$ cat src/rtl/core/rsd_pkg.sv
// Shared types and constants for the run-length coded 32bpp sprite decoder.
// Holds the parse phase type, error codes and register map; no dependencies.

package rsd_pkg;

	// Widths fixed by the register and field definitions.
	localparam int unsigned DIM_W      = 12;
	localparam int unsigned LEN_W      = 23;
	localparam int unsigned APB_ADDR_W = 4;
	localparam int unsigned APB_DATA_W = 32;

	// Register indexes, taken from paddr[3:2].
	localparam logic [1:0] REG_IMAGE_WIDTH  = 2'd0;
	localparam logic [1:0] REG_IMAGE_HEIGHT = 2'd1;
	localparam logic [1:0] REG_DATA_LENGTH  = 2'd2;

	// Sticky error codes reported with every result.
	localparam logic [2:0] ERR_NONE          = 3'd0;
	localparam logic [2:0] ERR_BEYOND_DATA   = 3'd1;
	localparam logic [2:0] ERR_WIDTH_OVERRUN = 3'd2;
	localparam logic [2:0] ERR_INCOMPLETE    = 3'd3;
	localparam logic [2:0] ERR_TRAILING_LINE = 3'd4;
	localparam logic [2:0] ERR_LINE_COUNT    = 3'd5;
	localparam logic [2:0] ERR_TRAILING_DATA = 3'd6;

	// Run kinds held in the top two bits of a mode byte.
	localparam logic [1:0] KIND_OPAQUE      = 2'd0;
	localparam logic [1:0] KIND_SEMI        = 2'd1;
	localparam logic [1:0] KIND_TRANSPARENT = 2'd2;
	localparam logic [1:0] KIND_RECOLOUR    = 2'd3;

	localparam logic [7:0] ALPHA_OPAQUE = 8'd255;

	typedef enum logic [3:0] {
		PH_LEN_LO = 4'd0,
		PH_LEN_HI = 4'd1,
		PH_MODE   = 4'd2,
		PH_ALPHA  = 4'd3,
		PH_LAYER  = 4'd4,
		PH_RALPHA = 4'd5,
		PH_RED    = 4'd6,
		PH_GREEN  = 4'd7,
		PH_BLUE   = 4'd8,
		PH_SHADE  = 4'd9
	} phase_t;

endpackage

$ cat src/rtl/core/rsd_byte_if.sv
// Channel carrying one coded data byte per beat into the sprite decoder.
// Plain valid/ready handshake; no package dependencies.

interface rsd_byte_if;
	logic       valid;
	logic       ready;
	logic [7:0] data_byte;
	logic       start_of_image;

	modport source (output valid, output data_byte, output start_of_image, input ready);
	modport sink   (input valid, input data_byte, input start_of_image, output ready);
endinterface

$ cat src/rtl/core/rsd_pix_if.sv
// Channel carrying one decoded pixel or transparent run per beat.
// Plain valid/ready handshake; no package dependencies.

interface rsd_pix_if;
	logic        valid;
	logic        ready;
	logic [10:0] line_index;
	logic [11:0] x_start;
	logic [11:0] run_length;
	logic [7:0]  red;
	logic [7:0]  green;
	logic [7:0]  blue;
	logic [7:0]  alpha;
	logic [7:0]  layer;
	logic [7:0]  shade;
	logic [2:0]  error_code;
	logic        line_done;
	logic        image_done;

	modport source (
		output valid, output line_index, output x_start, output run_length,
		output red, output green, output blue, output alpha, output layer,
		output shade, output error_code, output line_done, output image_done,
		input ready
	);
	modport sink (
		input valid, input line_index, input x_start, input run_length,
		input red, input green, input blue, input alpha, input layer,
		input shade, input error_code, input line_done, input image_done,
		output ready
	);
endinterface

$ cat src/rtl/core/rle_sprite_32bpp_decoder.sv
// Top level of the run-length coded 32bpp sprite pixel decoder.
// Uses rsd_pkg, rsd_byte_if and rsd_pix_if.

// The decoder takes one coded byte per beat and sustains one byte per clock cycle: each byte
// is held in an input register, where a single pass of counter and field updates advances
// the line parser and fills the result register, from which a result beat is offered once
// the byte leaves the input register. The input is stalled only while the result
// register is full and its beat is not taken. Configuration must be written while no byte is in
// flight; image_width and image_height above MAX_WIDTH and MAX_HEIGHT are treated as those
// limits. Errors are sticky until a byte arrives with start_of_image set.
module rle_sprite_32bpp_decoder
	import rsd_pkg::*;
#(
	parameter int unsigned MAX_WIDTH  = 2048,
	parameter int unsigned MAX_HEIGHT = 2048
) (
	input  logic                  clk,
	input  logic                  arst_n,
	input  logic                  psel,
	input  logic                  penable,
	input  logic                  pwrite,
	input  logic [APB_ADDR_W-1:0] paddr,
	input  logic [APB_DATA_W-1:0] pwdata,
	output logic [APB_DATA_W-1:0] prdata,
	output logic                  pready,
	rsd_byte_if.sink              coded,
	rsd_pix_if.source             pixels
);

	// The register fields are 12 bits wide, so a limit beyond that range never bites.
	localparam int unsigned DIM_MAX = (1 << DIM_W) - 1;
	localparam logic [DIM_W-1:0] WIDTH_CAP  = DIM_W'((MAX_WIDTH  > DIM_MAX) ? DIM_MAX : MAX_WIDTH);
	localparam logic [DIM_W-1:0] HEIGHT_CAP =
		DIM_W'((MAX_HEIGHT > DIM_MAX) ? DIM_MAX : MAX_HEIGHT);

	// Configuration registers.
	logic [DIM_W-1:0] image_width_q;
	logic [DIM_W-1:0] image_height_q;
	logic [LEN_W-1:0] data_length_q;
	logic             cfg_write;

	// Input register.
	logic       valid_s1;
	logic [7:0] byte_s1;
	logic       start_s1;
	logic       fire;

	// Parser state.
	phase_t           phase_q;
	logic [15:0]      lbl_q;
	logic             lte_q;
	logic [DIM_W-1:0] col_q;
	logic [DIM_W-1:0] ls_q;
	logic [5:0]       rpl_q;
	logic [1:0]       rk_q;
	logic [7:0]       pr_q;
	logic [7:0]       pg_q;
	logic [7:0]       ra_q;
	logic [7:0]       rly_q;
	logic [LEN_W-1:0] bc_q;
	logic [2:0]       se_q;

	// State as seen by the byte in the input register (cleared on start of image).
	phase_t           phase_v;
	logic [15:0]      lbl_v;
	logic             lte_v;
	logic [DIM_W-1:0] col_v;
	logic [DIM_W-1:0] ls_v;
	logic [5:0]       rpl_v;
	logic [1:0]       rk_v;
	logic [7:0]       pr_v;
	logic [7:0]       pg_v;
	logic [7:0]       ra_v;
	logic [7:0]       rly_v;
	logic [LEN_W-1:0] bc_v;
	logic [2:0]       se_v;

	// Next state.
	phase_t           phase_n;
	logic [15:0]      lbl_n;
	logic             lte_n;
	logic [DIM_W-1:0] col_n;
	logic [DIM_W-1:0] ls_n;
	logic [5:0]       rpl_n;
	logic [1:0]       rk_n;
	logic [7:0]       pr_n;
	logic [7:0]       pg_n;
	logic [7:0]       ra_n;
	logic [7:0]       rly_n;
	logic [LEN_W-1:0] bc_n;
	logic [2:0]       se_n;

	// Result fields worked out for the byte in the input register.
	logic             emit_c;
	logic [DIM_W-1:0] xs_c;
	logic [DIM_W-1:0] rl_c;
	logic [7:0]       red_c;
	logic [7:0]       green_c;
	logic [7:0]       blue_c;
	logic [7:0]       alpha_c;
	logic [7:0]       layer_c;
	logic [7:0]       shade_c;
	logic             ld_c;
	logic             done_c;
	logic [10:0]      li_c;

	logic [DIM_W-1:0] width_eff;
	logic [DIM_W-1:0] height_eff;
	logic [15:0]      len_c;
	logic [5:0]       count_c;
	logic [1:0]       kind_c;

	// Result register.
	logic             valid_s2;
	logic [10:0]      li_s2;
	logic [DIM_W-1:0] xs_s2;
	logic [DIM_W-1:0] rl_s2;
	logic [7:0]       red_s2;
	logic [7:0]       green_s2;
	logic [7:0]       blue_s2;
	logic [7:0]       alpha_s2;
	logic [7:0]       layer_s2;
	logic [7:0]       shade_s2;
	logic [2:0]       err_s2;
	logic             ld_s2;
	logic             done_s2;

	// ---------------------------------------------------------------- configuration port
	assign pready    = 1'b1;
	assign cfg_write = psel && penable && pwrite && pready;

	always_ff @(posedge clk or negedge arst_n) begin
		if (!arst_n) begin
			image_width_q  <= DIM_W'(1);
			image_height_q <= DIM_W'(1);
			data_length_q  <= '0;
		end else if (cfg_write) begin
			unique case (paddr[3:2])
				REG_IMAGE_WIDTH:  image_width_q  <= pwdata[DIM_W-1:0];
				REG_IMAGE_HEIGHT: image_height_q <= pwdata[DIM_W-1:0];
				REG_DATA_LENGTH:  data_length_q  <= pwdata[LEN_W-1:0];
				default: ;
			endcase
		end
	end

	always_comb begin
		unique case (paddr[3:2])
			REG_IMAGE_WIDTH:  prdata = APB_DATA_W'(image_width_q);
			REG_IMAGE_HEIGHT: prdata = APB_DATA_W'(image_height_q);
			REG_DATA_LENGTH:  prdata = APB_DATA_W'(data_length_q);
			default:          prdata = '0;
		endcase
	end

	assign width_eff  = (image_width_q  > WIDTH_CAP)  ? WIDTH_CAP  : image_width_q;
	assign height_eff = (image_height_q > HEIGHT_CAP) ? HEIGHT_CAP : image_height_q;

	// ---------------------------------------------------------------- handshake
	assign fire        = valid_s1 && (!valid_s2 || pixels.ready);
	assign coded.ready = !valid_s1 || fire;

	always_ff @(posedge clk or negedge arst_n) begin
		if (!arst_n) begin
			valid_s1 <= 1'b0;
		end else if (coded.valid && coded.ready) begin
			valid_s1 <= 1'b1;
		end else if (fire) begin
			valid_s1 <= 1'b0;
		end
	end

	always_ff @(posedge clk) begin
		if (coded.valid && coded.ready) begin
			byte_s1  <= coded.data_byte;
			start_s1 <= coded.start_of_image;
		end
	end

	// ---------------------------------------------------------------- parser
	always_comb begin
		if (start_s1) begin
			phase_v = PH_LEN_LO;
			lbl_v   = '0;
			lte_v   = 1'b0;
			col_v   = '0;
			ls_v    = '0;
			rpl_v   = '0;
			rk_v    = '0;
			pr_v    = '0;
			pg_v    = '0;
			ra_v    = '0;
			rly_v   = '0;
			bc_v    = '0;
			se_v    = ERR_NONE;
		end else begin
			phase_v = phase_q;
			lbl_v   = lbl_q;
			lte_v   = lte_q;
			col_v   = col_q;
			ls_v    = ls_q;
			rpl_v   = rpl_q;
			rk_v    = rk_q;
			pr_v    = pr_q;
			pg_v    = pg_q;
			ra_v    = ra_q;
			rly_v   = rly_q;
			bc_v    = bc_q;
			se_v    = se_q;
		end
	end

	assign len_c   = {byte_s1, lbl_v[7:0]};
	assign count_c = byte_s1[5:0];
	assign kind_c  = byte_s1[7:6];

	always_comb begin
		phase_n = phase_v;
		lbl_n   = lbl_v;
		lte_n   = lte_v;
		col_n   = col_v;
		ls_n    = ls_v;
		rpl_n   = rpl_v;
		rk_n    = rk_v;
		pr_n    = pr_v;
		pg_n    = pg_v;
		ra_n    = ra_v;
		rly_n   = rly_v;
		bc_n    = bc_v;
		se_n    = se_v;
		emit_c  = 1'b0;
		xs_c    = col_v;
		rl_c    = '0;
		red_c   = '0;
		green_c = '0;
		blue_c  = '0;
		alpha_c = '0;
		layer_c = '0;
		shade_c = '0;
		ld_c    = 1'b0;

		if (bc_v >= data_length_q) begin
			if (se_v == ERR_NONE) begin
				se_n = ERR_TRAILING_DATA;
			end
		end else begin
			bc_n = bc_v + 1'b1;
			if (se_v == ERR_NONE) begin
				priority if (phase_v == PH_LEN_LO) begin
					if (ls_v != DIM_W'(DIM_MAX)) begin
						ls_n = ls_v + 1'b1;
					end
					lbl_n   = {8'd0, byte_s1};
					col_n   = '0;
					xs_c    = '0;
					rpl_n   = '0;
					phase_n = PH_LEN_HI;
				end else if (phase_v == PH_LEN_HI) begin
					phase_n = PH_MODE;
					lbl_n   = '0;
					if (len_c == 16'd0) begin
						lte_n = 1'b1;
					end else begin
						lte_n = 1'b0;
						// Lengths of one or two leave no budget and end up as incomplete.
						if (len_c >= 16'd2) begin
							if (LEN_W'(len_c - 16'd2) > (data_length_q - bc_n)) begin
								se_n = ERR_BEYOND_DATA;
							end else begin
								lbl_n = len_c - 16'd2;
							end
						end
					end
				end else begin
					if (!lte_v && (lbl_v != 16'd0)) begin
						lbl_n = lbl_v - 16'd1;
					end
					unique case (phase_v)
						PH_MODE: begin
							if (byte_s1 == 8'd0) begin
								if (width_eff > col_v) begin
									rl_c  = width_eff - col_v;
									col_n = width_eff;
								end
								emit_c  = 1'b1;
								ld_c    = 1'b1;
								phase_n = PH_LEN_LO;
								if (lte_v ? (bc_n < data_length_q) : (lbl_n != 16'd0)) begin
									se_n = ERR_TRAILING_LINE;
								end
							end else if (({1'b0, col_v} + (DIM_W+1)'(count_c)) >
									{1'b0, width_eff}) begin
								se_n = ERR_WIDTH_OVERRUN;
							end else begin
								rk_n  = kind_c;
								rpl_n = count_c;
								unique case (kind_c)
									KIND_OPAQUE: phase_n = (count_c != 6'd0) ? PH_RED : PH_MODE;
									KIND_SEMI:   phase_n = PH_ALPHA;
									KIND_RECOLOUR: phase_n = PH_LAYER;
									KIND_TRANSPARENT: begin
										if (count_c != 6'd0) begin
											rl_c   = DIM_W'(count_c);
											col_n  = col_v + DIM_W'(count_c);
											emit_c = 1'b1;
										end
									end
									default: ;
								endcase
							end
						end
						PH_ALPHA: begin
							ra_n    = byte_s1;
							phase_n = (rpl_v != 6'd0) ? PH_RED : PH_MODE;
						end
						PH_LAYER: begin
							rly_n   = byte_s1;
							phase_n = PH_RALPHA;
						end
						PH_RALPHA: begin
							ra_n    = byte_s1;
							phase_n = (rpl_v != 6'd0) ? PH_SHADE : PH_MODE;
						end
						PH_RED: begin
							pr_n    = byte_s1;
							phase_n = PH_GREEN;
						end
						PH_GREEN: begin
							pg_n    = byte_s1;
							phase_n = PH_BLUE;
						end
						PH_BLUE, PH_SHADE: begin
							if (phase_v == PH_BLUE) begin
								red_c   = pr_v;
								green_c = pg_v;
								blue_c  = byte_s1;
								alpha_c = (rk_v == KIND_OPAQUE) ? ALPHA_OPAQUE : ra_v;
							end else begin
								alpha_c = ra_v;
								layer_c = rly_v;
								shade_c = byte_s1;
							end
							rl_c   = DIM_W'(1);
							emit_c = 1'b1;
							col_n  = col_v + 1'b1;
							if (rpl_v != 6'd0) begin
								rpl_n = rpl_v - 6'd1;
							end
							if (rpl_n == 6'd0) begin
								phase_n = PH_MODE;
							end else begin
								phase_n = (phase_v == PH_BLUE) ? PH_RED : PH_SHADE;
							end
						end
						default: phase_n = PH_MODE;
					endcase
				end

				// The line budget running dry before its closing mode byte is caught at once.
				if ((se_n == ERR_NONE) && (phase_n != PH_LEN_LO) && (phase_n != PH_LEN_HI)) begin
					if (lte_n ? (bc_n >= data_length_q) : (lbl_n == 16'd0)) begin
						se_n = ERR_INCOMPLETE;
					end
				end
				if ((se_n == ERR_NONE) && (bc_n >= data_length_q)) begin
					priority if (phase_n == PH_LEN_HI) begin
						se_n = ERR_BEYOND_DATA;
					end else if (phase_n != PH_LEN_LO) begin
						se_n = ERR_INCOMPLETE;
					end else if (ls_n != height_eff) begin
						se_n = ERR_LINE_COUNT;
					end
				end
			end
		end
	end

	assign done_c = bc_n >= data_length_q;
	assign li_c   = (ls_n != '0) ? 11'(ls_n - 1'b1) : 11'd0;

	always_ff @(posedge clk or negedge arst_n) begin
		if (!arst_n) begin
			phase_q <= PH_LEN_LO;
			lbl_q   <= '0;
			lte_q   <= 1'b0;
			col_q   <= '0;
			ls_q    <= '0;
			rpl_q   <= '0;
			rk_q    <= '0;
			pr_q    <= '0;
			pg_q    <= '0;
			ra_q    <= '0;
			rly_q   <= '0;
			bc_q    <= '0;
			se_q    <= ERR_NONE;
		end else if (fire) begin
			phase_q <= phase_n;
			lbl_q   <= lbl_n;
			lte_q   <= lte_n;
			col_q   <= col_n;
			ls_q    <= ls_n;
			rpl_q   <= rpl_n;
			rk_q    <= rk_n;
			pr_q    <= pr_n;
			pg_q    <= pg_n;
			ra_q    <= ra_n;
			rly_q   <= rly_n;
			bc_q    <= bc_n;
			se_q    <= se_n;
		end
	end

	// ---------------------------------------------------------------- result register
	always_ff @(posedge clk or negedge arst_n) begin
		if (!arst_n) begin
			valid_s2 <= 1'b0;
		end else if (fire) begin
			valid_s2 <= emit_c || (se_n != ERR_NONE) || done_c;
		end else if (pixels.ready) begin
			valid_s2 <= 1'b0;
		end
	end

	always_ff @(posedge clk) begin
		if (fire) begin
			li_s2    <= li_c;
			xs_s2    <= xs_c;
			rl_s2    <= rl_c;
			red_s2   <= red_c;
			green_s2 <= green_c;
			blue_s2  <= blue_c;
			alpha_s2 <= alpha_c;
			layer_s2 <= layer_c;
			shade_s2 <= shade_c;
			err_s2   <= se_n;
			ld_s2    <= ld_c;
			done_s2  <= done_c;
		end
	end

	assign pixels.valid      = valid_s2;
	assign pixels.line_index = li_s2;
	assign pixels.x_start    = xs_s2;
	assign pixels.run_length = rl_s2;
	assign pixels.red        = red_s2;
	assign pixels.green      = green_s2;
	assign pixels.blue       = blue_s2;
	assign pixels.alpha      = alpha_s2;
	assign pixels.layer      = layer_s2;
	assign pixels.shade      = shade_s2;
	assign pixels.error_code = err_s2;
	assign pixels.line_done  = ld_s2;
	assign pixels.image_done = done_s2;

	// ---------------------------------------------------------------- assertions
	// Once an error is latched only a new image may clear or change it.
	a_error_sticky: assert property (@(posedge clk) disable iff (!arst_n)
		fire && !start_s1 && (se_q != ERR_NONE) |=> se_q == $past(se_q))
		else $error("sticky error changed without a start of image");

	// A beat that ends a line leaves the parser waiting for the next line length.
	a_line_end_phase: assert property (@(posedge clk) disable iff (!arst_n)
		fire && ld_c |=> phase_q == PH_LEN_LO)
		else $error("line end did not return the parser to the line length");

	// A held result must freeze the parser so that no byte is consumed unseen.
	a_stall_holds: assert property (@(posedge clk) disable iff (!arst_n)
		valid_s2 && !pixels.ready |=> $stable(bc_q) && $stable(phase_q))
		else $error("parser advanced while the result register was stalled");

endmodule

$ cat src/flat_wrapper.sv
// flat-port wrapper written by rule: the top's interface ports become plain ports
module rle_sprite_32bpp_decoder_flat import rsd_pkg::*;
#(
	parameter int unsigned MAX_WIDTH  = 2048,
	parameter int unsigned MAX_HEIGHT = 2048
)
  (clk, arst_n, psel, penable, pwrite, paddr, pwdata, prdata, pready, coded_valid, coded_data_byte, coded_start_of_image, coded_ready, pixels_valid, pixels_line_index, pixels_x_start, pixels_run_length, pixels_red, pixels_green, pixels_blue, pixels_alpha, pixels_layer, pixels_shade, pixels_error_code, pixels_line_done, pixels_image_done, pixels_ready);
  rsd_byte_if coded_i ();
  rsd_pix_if pixels_i ();
  input  logic clk;
  input  logic arst_n;
  input  logic psel;
  input  logic penable;
  input  logic pwrite;
  input  logic [APB_ADDR_W-1:0] paddr;
  input  logic [APB_DATA_W-1:0] pwdata;
  output logic [APB_DATA_W-1:0] prdata;
  output logic pready;
  input wire logic [$bits(coded_i.valid)-1:0] coded_valid;
  input wire logic [$bits(coded_i.data_byte)-1:0] coded_data_byte;
  input wire logic [$bits(coded_i.start_of_image)-1:0] coded_start_of_image;
  output wire logic [$bits(coded_i.ready)-1:0] coded_ready;
  output wire logic [$bits(pixels_i.valid)-1:0] pixels_valid;
  output wire logic [$bits(pixels_i.line_index)-1:0] pixels_line_index;
  output wire logic [$bits(pixels_i.x_start)-1:0] pixels_x_start;
  output wire logic [$bits(pixels_i.run_length)-1:0] pixels_run_length;
  output wire logic [$bits(pixels_i.red)-1:0] pixels_red;
  output wire logic [$bits(pixels_i.green)-1:0] pixels_green;
  output wire logic [$bits(pixels_i.blue)-1:0] pixels_blue;
  output wire logic [$bits(pixels_i.alpha)-1:0] pixels_alpha;
  output wire logic [$bits(pixels_i.layer)-1:0] pixels_layer;
  output wire logic [$bits(pixels_i.shade)-1:0] pixels_shade;
  output wire logic [$bits(pixels_i.error_code)-1:0] pixels_error_code;
  output wire logic [$bits(pixels_i.line_done)-1:0] pixels_line_done;
  output wire logic [$bits(pixels_i.image_done)-1:0] pixels_image_done;
  input wire logic [$bits(pixels_i.ready)-1:0] pixels_ready;
  assign coded_i.valid = coded_valid;
  assign coded_i.data_byte = coded_data_byte;
  assign coded_i.start_of_image = coded_start_of_image;
  assign coded_ready = coded_i.ready;
  assign pixels_valid = pixels_i.valid;
  assign pixels_line_index = pixels_i.line_index;
  assign pixels_x_start = pixels_i.x_start;
  assign pixels_run_length = pixels_i.run_length;
  assign pixels_red = pixels_i.red;
  assign pixels_green = pixels_i.green;
  assign pixels_blue = pixels_i.blue;
  assign pixels_alpha = pixels_i.alpha;
  assign pixels_layer = pixels_i.layer;
  assign pixels_shade = pixels_i.shade;
  assign pixels_error_code = pixels_i.error_code;
  assign pixels_line_done = pixels_i.line_done;
  assign pixels_image_done = pixels_i.image_done;
  assign pixels_i.ready = pixels_ready;
  rle_sprite_32bpp_decoder #(.MAX_WIDTH(MAX_WIDTH), .MAX_HEIGHT(MAX_HEIGHT)) u_core (.clk(clk), .arst_n(arst_n), .psel(psel), .penable(penable), .pwrite(pwrite), .paddr(paddr), .pwdata(pwdata), .prdata(prdata), .pready(pready), .coded(coded_i), .pixels(pixels_i));
endmodule
$ cat config.mk
export PLATFORM = sky130hd
export DESIGN_NAME = rle_sprite_32bpp_decoder_flat
export DESIGN_NICKNAME = d
export VERILOG_FILES = /design/src/rtl/core/rsd_pkg.sv /design/src/rtl/core/rsd_byte_if.sv /design/src/rtl/core/rsd_pix_if.sv /design/src/rtl/core/rle_sprite_32bpp_decoder.sv /design/src/flat_wrapper.sv
export SDC_FILE = /design/constraint.sdc
export NUM_CORES = 1
export LEC_CHECK = 0
export ABC_AREA = 1
export BUFFER_PORTS_ARGS = -buffer_cell sky130_fd_sc_hd__buf_4
export CORE_UTILIZATION = 62
export DETAILED_ROUTE_END_ITERATION = 7
export PLACE_DENSITY_LB_ADDON = 0.3
export SLEW_MARGIN = 20
export SYNTH_ARGS = -nofsm -noshare
export SYNTH_HDL_FRONTEND = slang
export SYNTH_SLANG_ARGS = --single-unit
$ cat constraint.sdc
create_clock -name clk -period 7.4 [get_ports clk]
set_clock_uncertainty 0.15 [all_clocks]
set_input_delay 0.37 -clock clk [delete_from_list [all_inputs] [get_ports clk]]
set_output_delay 0.37 -clock clk [all_outputs]
set_load 0.005 [all_outputs]
== Word-level counts from Yosys, hierarchy flattened ==
Cells that the tools add are included.

* Add/sub/neg operators: 12
* Order comparisons: 10
* Equal/unequal tests: 18
* Mux-type cells: 158
* Bitwise gates (word level): 4
* Reduce and logical (&&, ||, !) cells: 45

{| class="wikitable"
|+ Operators with widths
! kind !! number
|-
| 12-bit two-way mux || 26
|-
| 16-bit two-way mux || 15
|-
| 8-bit two-way mux || 26
|-
| 6-bit two-way mux || 14
|-
| 3-bit two-way mux || 25
|-
| 23-bit greater-or-equal comparator || 3
|-
| 23-bit case mux with 3 select lines || 1
|-
| 4-bit two-way mux || 12
|-
| 12-bit case mux with 2 select lines || 2
|-
| 23-bit two-way mux || 2
|-
| 16-bit logical NOT || 2
|-
| 16-bit nonzero test || 2
|-
| 4-bit case mux with 7 select lines || 1
|-
| 12-bit by 1-bit adder with 12-bit output (second input constant) || 2
|-
| 12-bit greater-than comparator (second input constant) || 2
|-
| 23-bit by 1-bit adder with 23-bit output (second input constant) || 1
|-
| 23-bit greater-than comparator || 1
|-
| 23-bit < comparator || 1
|-
| 1-bit two-way mux || 23
|-
| 23-bit subtractor || 1
|-
| 16-bit by 2-bit subtractor with 17-bit output (second input constant) || 1
|-
| 4-bit by 3-bit equality test with 1-bit output (second input constant) || 4
|-
| 16-bit by 2-bit greater-or-equal comparator with 1-bit output (second input constant) || 1
|-
| 2-bit two-way mux || 8
|-
| 39 further kinds || 71
|}

* Bits in registers: 257
* Input bits: 52
* Output and inout port bits: 123

== Longest topological paths before layout ==
* Depth after elaboration: 33
* Mapped depth: 57
* Gate-level depth less buffers: 53

== Worst setup path before layout ==
No wires, ideal clock.

* Path type: reg-to-reg
* Start: reg u_core.start_s1
* End: reg u_core.se_q[2]
* Setup time: 0.275 ns
* Arrival: 6.175 ns
* Setup slack: 0.800 ns
* Stages on the path, launching flop included: 48
* Period minus slack after synthesis: 6.600 ns
* Cells stage by stage: edfxtp_1 > buf_6 > buf_8 > buf_2 > buf_2 > buf_1 > clkbuf_1 > nor2_1 > xnor2_1 > ha_1 > a21oi_1 > o21ai_0 > a21oi_1 > nor3_1 > a2111oi_0 > o21ai_0 > nand3_1 > nand2_1 > (+12 left out) > nand2_1 > nand3_1 > nand2_1 > clkbuf_1 > nand3_1 > nand2_1 > nor2_1 > nand2_1 > nor3_2 > nand2_1 > nand2_2 > nand3_2 > nand3_1 > nand2_1 > nand2_1 > nand2_2 > nand2_1 > o21ai_0

* Word-level cells in the longest chain between the ends: 29
* Elaborated cells between the ends (all ways): 115

{| class="wikitable"
|+ Ends and longest elaborated chain
! element !! RTL line !! source
|-
| from (decl) || rle_sprite_32bpp_decoder.sv:45 || <nowiki>logic start_s1;</nowiki>
|-
| from (signal assigned) || rle_sprite_32bpp_decoder.sv:176 || <nowiki>start_s1 <= coded.start_of_image;</nowiki>
|-
| parallel branches: the longest is 28 deep, another holds 23-bit by 1-bit adder with 23-bit output || - ||
|-
| 3-bit two-way mux (*) || rle_sprite_32bpp_decoder.sv:242 || <nowiki>if (bc_v >= data_length_q) begin</nowiki>
|-
| net u_core.se_n[2] || rle_sprite_32bpp_decoder.sv:91 || <nowiki>logic [2:0] se_n;</nowiki>
|-
| to (signal assigned) || rle_sprite_32bpp_decoder.sv:409 || <nowiki>se_q <= se_n;</nowiki>
|-
| to (decl) || rle_sprite_32bpp_decoder.sv:61 || <nowiki>logic [2:0] se_q;</nowiki>
|}

Mark *: on every way through the listed nets, which the timed path passes. The select of a mux whose other input is x is not followed.
A chain may end at the register's enable or synchronous reset.

== Worst setup path in the final report ==
* Start: reg u_core.start_s1
* End: reg u_core.valid_s2 (netlist: u_core.pixels.valid)

* Word-level cells in the longest chain between the ends: 33
* Elaborated cells between the ends (all ways): 128

{| class="wikitable"
|+ Ends and longest elaborated chain
! element !! RTL line !! source
|-
| parallel branches: the longest is 28 deep, another holds 23-bit by 1-bit adder with 23-bit output || - ||
|-
| 3-bit two-way mux (*) || rle_sprite_32bpp_decoder.sv:242 ||
|-
| net u_core.se_n[0] || rle_sprite_32bpp_decoder.sv:91 ||
|-
| 3-bit nonzero test (*) || rle_sprite_32bpp_decoder.sv:418 || <nowiki>valid_s2 <= emit_c || (se_n != ERR_NONE) || done_c;</nowiki>
|-
| 1-bit logical OR (*) (2 in a row) || rle_sprite_32bpp_decoder.sv:418 ||
|-
| 1-bit two-way mux (*) || rle_sprite_32bpp_decoder.sv:417 || <nowiki>end else if (fire) begin</nowiki>
|-
| to (signal assigned) || rle_sprite_32bpp_decoder.sv:418 ||
|-
| to (decl) || rle_sprite_32bpp_decoder.sv:114 || <nowiki>logic valid_s2;</nowiki>
|}

Marked as above.

==> results.toml <==
[critical_path]
crit_end = "u_core.pixels.valid"
reg2reg_slack_ns = 0.51
path_delay_family = "simple AND/OR/NAND/NOR gates"
path_depth = 52
cp_num_buf_inv = 6
startpoint = "u_core.start_s1"
r2r-start = "u_core.start_s1"
reg2reg_to = "u_core.pixels.valid"
crit_arrival_ns = 7.20
critPathKind = "flip-flop to flip-flop"
crit_path_max_incr_delay_ns = 0.46
cpMostUsedCell = "nand2_1"
path_max_fanout = 12
cpMaxStageDelayCell = "edfxtp_1"
setup.worst_path.end_class = "flip-flop"
r2r_cells = 52
required_ns = 7.71
startpoint_type = "flip-flop"

[placement]
place_hpwl_mm = 47.5
port_buffers = 153
gp_congestion = 1.03
placed_area_um2 = 21400

[logic_synthesis]
yosysSeqAreaShare = 0.344
syn_inst = 2794
ys_types = 68
synthArstFlopShare = 0.623
yosysWarnings = 0
synthFlopType = "dfrtp_1"
netlist_area_um2 = 20100
synth_edf_count = 97
ys_seq_elements = 257
avgSynthCellArea_um2 = 7.20

[clock_tree]
cts_tree = "built"
root_buffer = "clkbuf_16"
clkTransAtPathRegs_ns = 0.06
cts_max_level = 1
clock_path_buffers = 3
worstSkewPairLatency_ns = 0.57
cts_buffers = 29
cts_sinks = 257

[timing]
period_share = 0.931
fmax_ghz = 0.145
final_hold_viol_count = 0
worst_pin_slew_ns = 1.15
rsz0062_at_grt = "false"
setup_viol = 0
slew_violations = 0
setup_tns_ns = 0
fin_crit_ns = 6.89
whs_ns = 0.00719
slew_headroom = 0.230

[routing]
vias_per_cell = 6.05
drtIter0Drc = 2176
wl_per_cell_um = 19.4
vias = 20300
ant_nets = 0
drc = 0
drt-total-wl_mm = 65.1
drtPass1Iterations = 7

[floorplanning]
die_y_um = 182
initial_core_util = 0.634
dieArea_um2 = 33200
fp.coreArea_um2 = 31700
pin_count = 175
die-width_um = 182
rows = 65

[final_layout]
post-route-util = 0.717
area.growth.synth_to_final_pct = 13.1
layout_common_cells = "nand2_1 (639), nor2_1 (335), inv_1 (312), o21ai_0 (230), a21oi_1 (206)"
fill_cells = 2618
design_area_um2 = 22800
final_nets = 3117
antenna_cells = 0
drive_above_1_share = 0.118
mostFrequentLayoutCell = "nand2_1"

[power]
power_mw = 8.19
cellPowerDensity_nw_per_um2 = 360
ir_drop_mv = 0.242
leakage_nw = 10.9

[grt]
grt_pass1_vias = 19200
grt_usage = 0.390
grt_max_degree = 137
grt_antenna_before_repair = 0
grt_pass1_wl_mm = 102
overflow = 0

[job]
cap_viol_max_count = 0

[min_path]
hold_start = "pwdata[7]"
hold_class = "input port to flip-flop"

[status]
status = "finished, final reports clean"
state kept, by name (all words and copies together) (netlist names), 11 cells and up:
register and cells:
u_core.pixels.run_length 12, u_core.lbl_q 16, u_core.pixels.line_index 11, u_core.image_height_q 12, u_core.pixels.x_start 12, u_core.data_length_q 23, u_core.image_width_q 12, u_core.ls_q 12
u_core.col_q 12, u_core.bc_q 23
worst min-delay path: cells and delay by family:
kind | cells | cell delay, ns
AOI/OAI and AO/OA | 1 | 0.16
buffers and inverters | 2 | 0.15
layer usage:
| metal | routed length [um] | vias to the layer above | GRT usage |
|---|---|---|---|
| met3 | 6010 | 173 | 0.0481 |
| met4 | 2880 | 0 | 0.163 |
| met5 | 0 | - | 0 |
| met1 | 26100 | 9470 | 0.520 |
| met2 | 30100 | 1123 | 0.643 |
| li1 | - | 9542 | - |
power by group:
part           leakage [nW]  internal [mW]  switching [mW]  total, mW
Sequential             3.00           1.95           0.313       2.27
Clock                 0.481          0.930           0.615       1.55
Combinational          7.44           1.45            2.93       4.37
Total                  10.9           4.33            3.85       8.19
synth_stat cells, types with 20 or more instances:
cell type | instances | area, um2
nand2_1 | 641 | 2410
nor2_1 | 337 | 1260
inv_1 | 312 | 1170
o21ai_0 | 231 | 1160
a21oi_1 | 206 | 1030
dfrtp_1 | 158 | 3950
nand3_1 | 143 | 716
ha_1 | 130 | 1630
edfxtp_1 | 97 | 2910
clkbuf_1 | 66 | 248
xor2_1 | 57 | 499
nand4_1 | 34 | 213
xnor2_1 | 27 | 236
o211ai_1 | 25 | 188
nor3_1 | 22 | 110
o21ai_1 | 22 | 110
inv_2 | 21 | 78.8
nand2_2 | 20 | 125
what timing repair did:
item | CTS | global route
endpoints found under the setup margin | 0 | 7
hold buffers | 34 | 0
resized for setup | 0 | 6
hold endpoints to repair | 143 | 0
buffers inserted | 0 | 1
kinds of logic after synthesis:
group,Yosys count,share of synthesized area
and+or+nand+nor,1286,0.279
other,2,0.000373
buffers and inverters,450,0.0937
xor gates and xnor gates,84,0.0366
AOI/OAI and AO/OA,582,0.162
DFF,257,0.344
adders and majority gates,133,0.0838
worst min path at each step:
stage | slack, ns | depth (start not counted) | end
5_1_grt | 0.05 | 3 | u_core.image_width_q[8]
3_5_place_dp | 0.32 | 2 | u_core.pg_q[6]
3_3_place_gp | 0.31 | 2 | u_core.pg_q[3]
6_report | 0.007 | 3 | u_core.data_length_q[7]
2_1_floorplan | -0.08 | 0 | u_core.bc_q[0]
4_1_cts | 0.002 | 3 | u_core.data_length_q[7]
through the flow:
stage                     cells  worst slack [ns]
after floorplan            2802             0.800
after global placement     3268             0.456
after detailed placement   3268             0.293
after CTS                  3354             0.233
after global routing       3355            0.0140
final                      3355             0.508
layout make-up:
cell class / instances / area, um2 / area share
Clock buffer: 38 / 800 / 0.0351
Inverter: 339 / 1280 / 0.0565
Sequential cell: 257 / 6920 / 0.304
Timing Repair Buffer: 210 / 1670 / 0.0732
Clock inverter: 14 / 208 / 0.00913
Multi-Input combinational cell: 2095 / 11400 / 0.500
Tap cell: 402 / 503 / 0.0221
(Power assumes the default switching activity.)
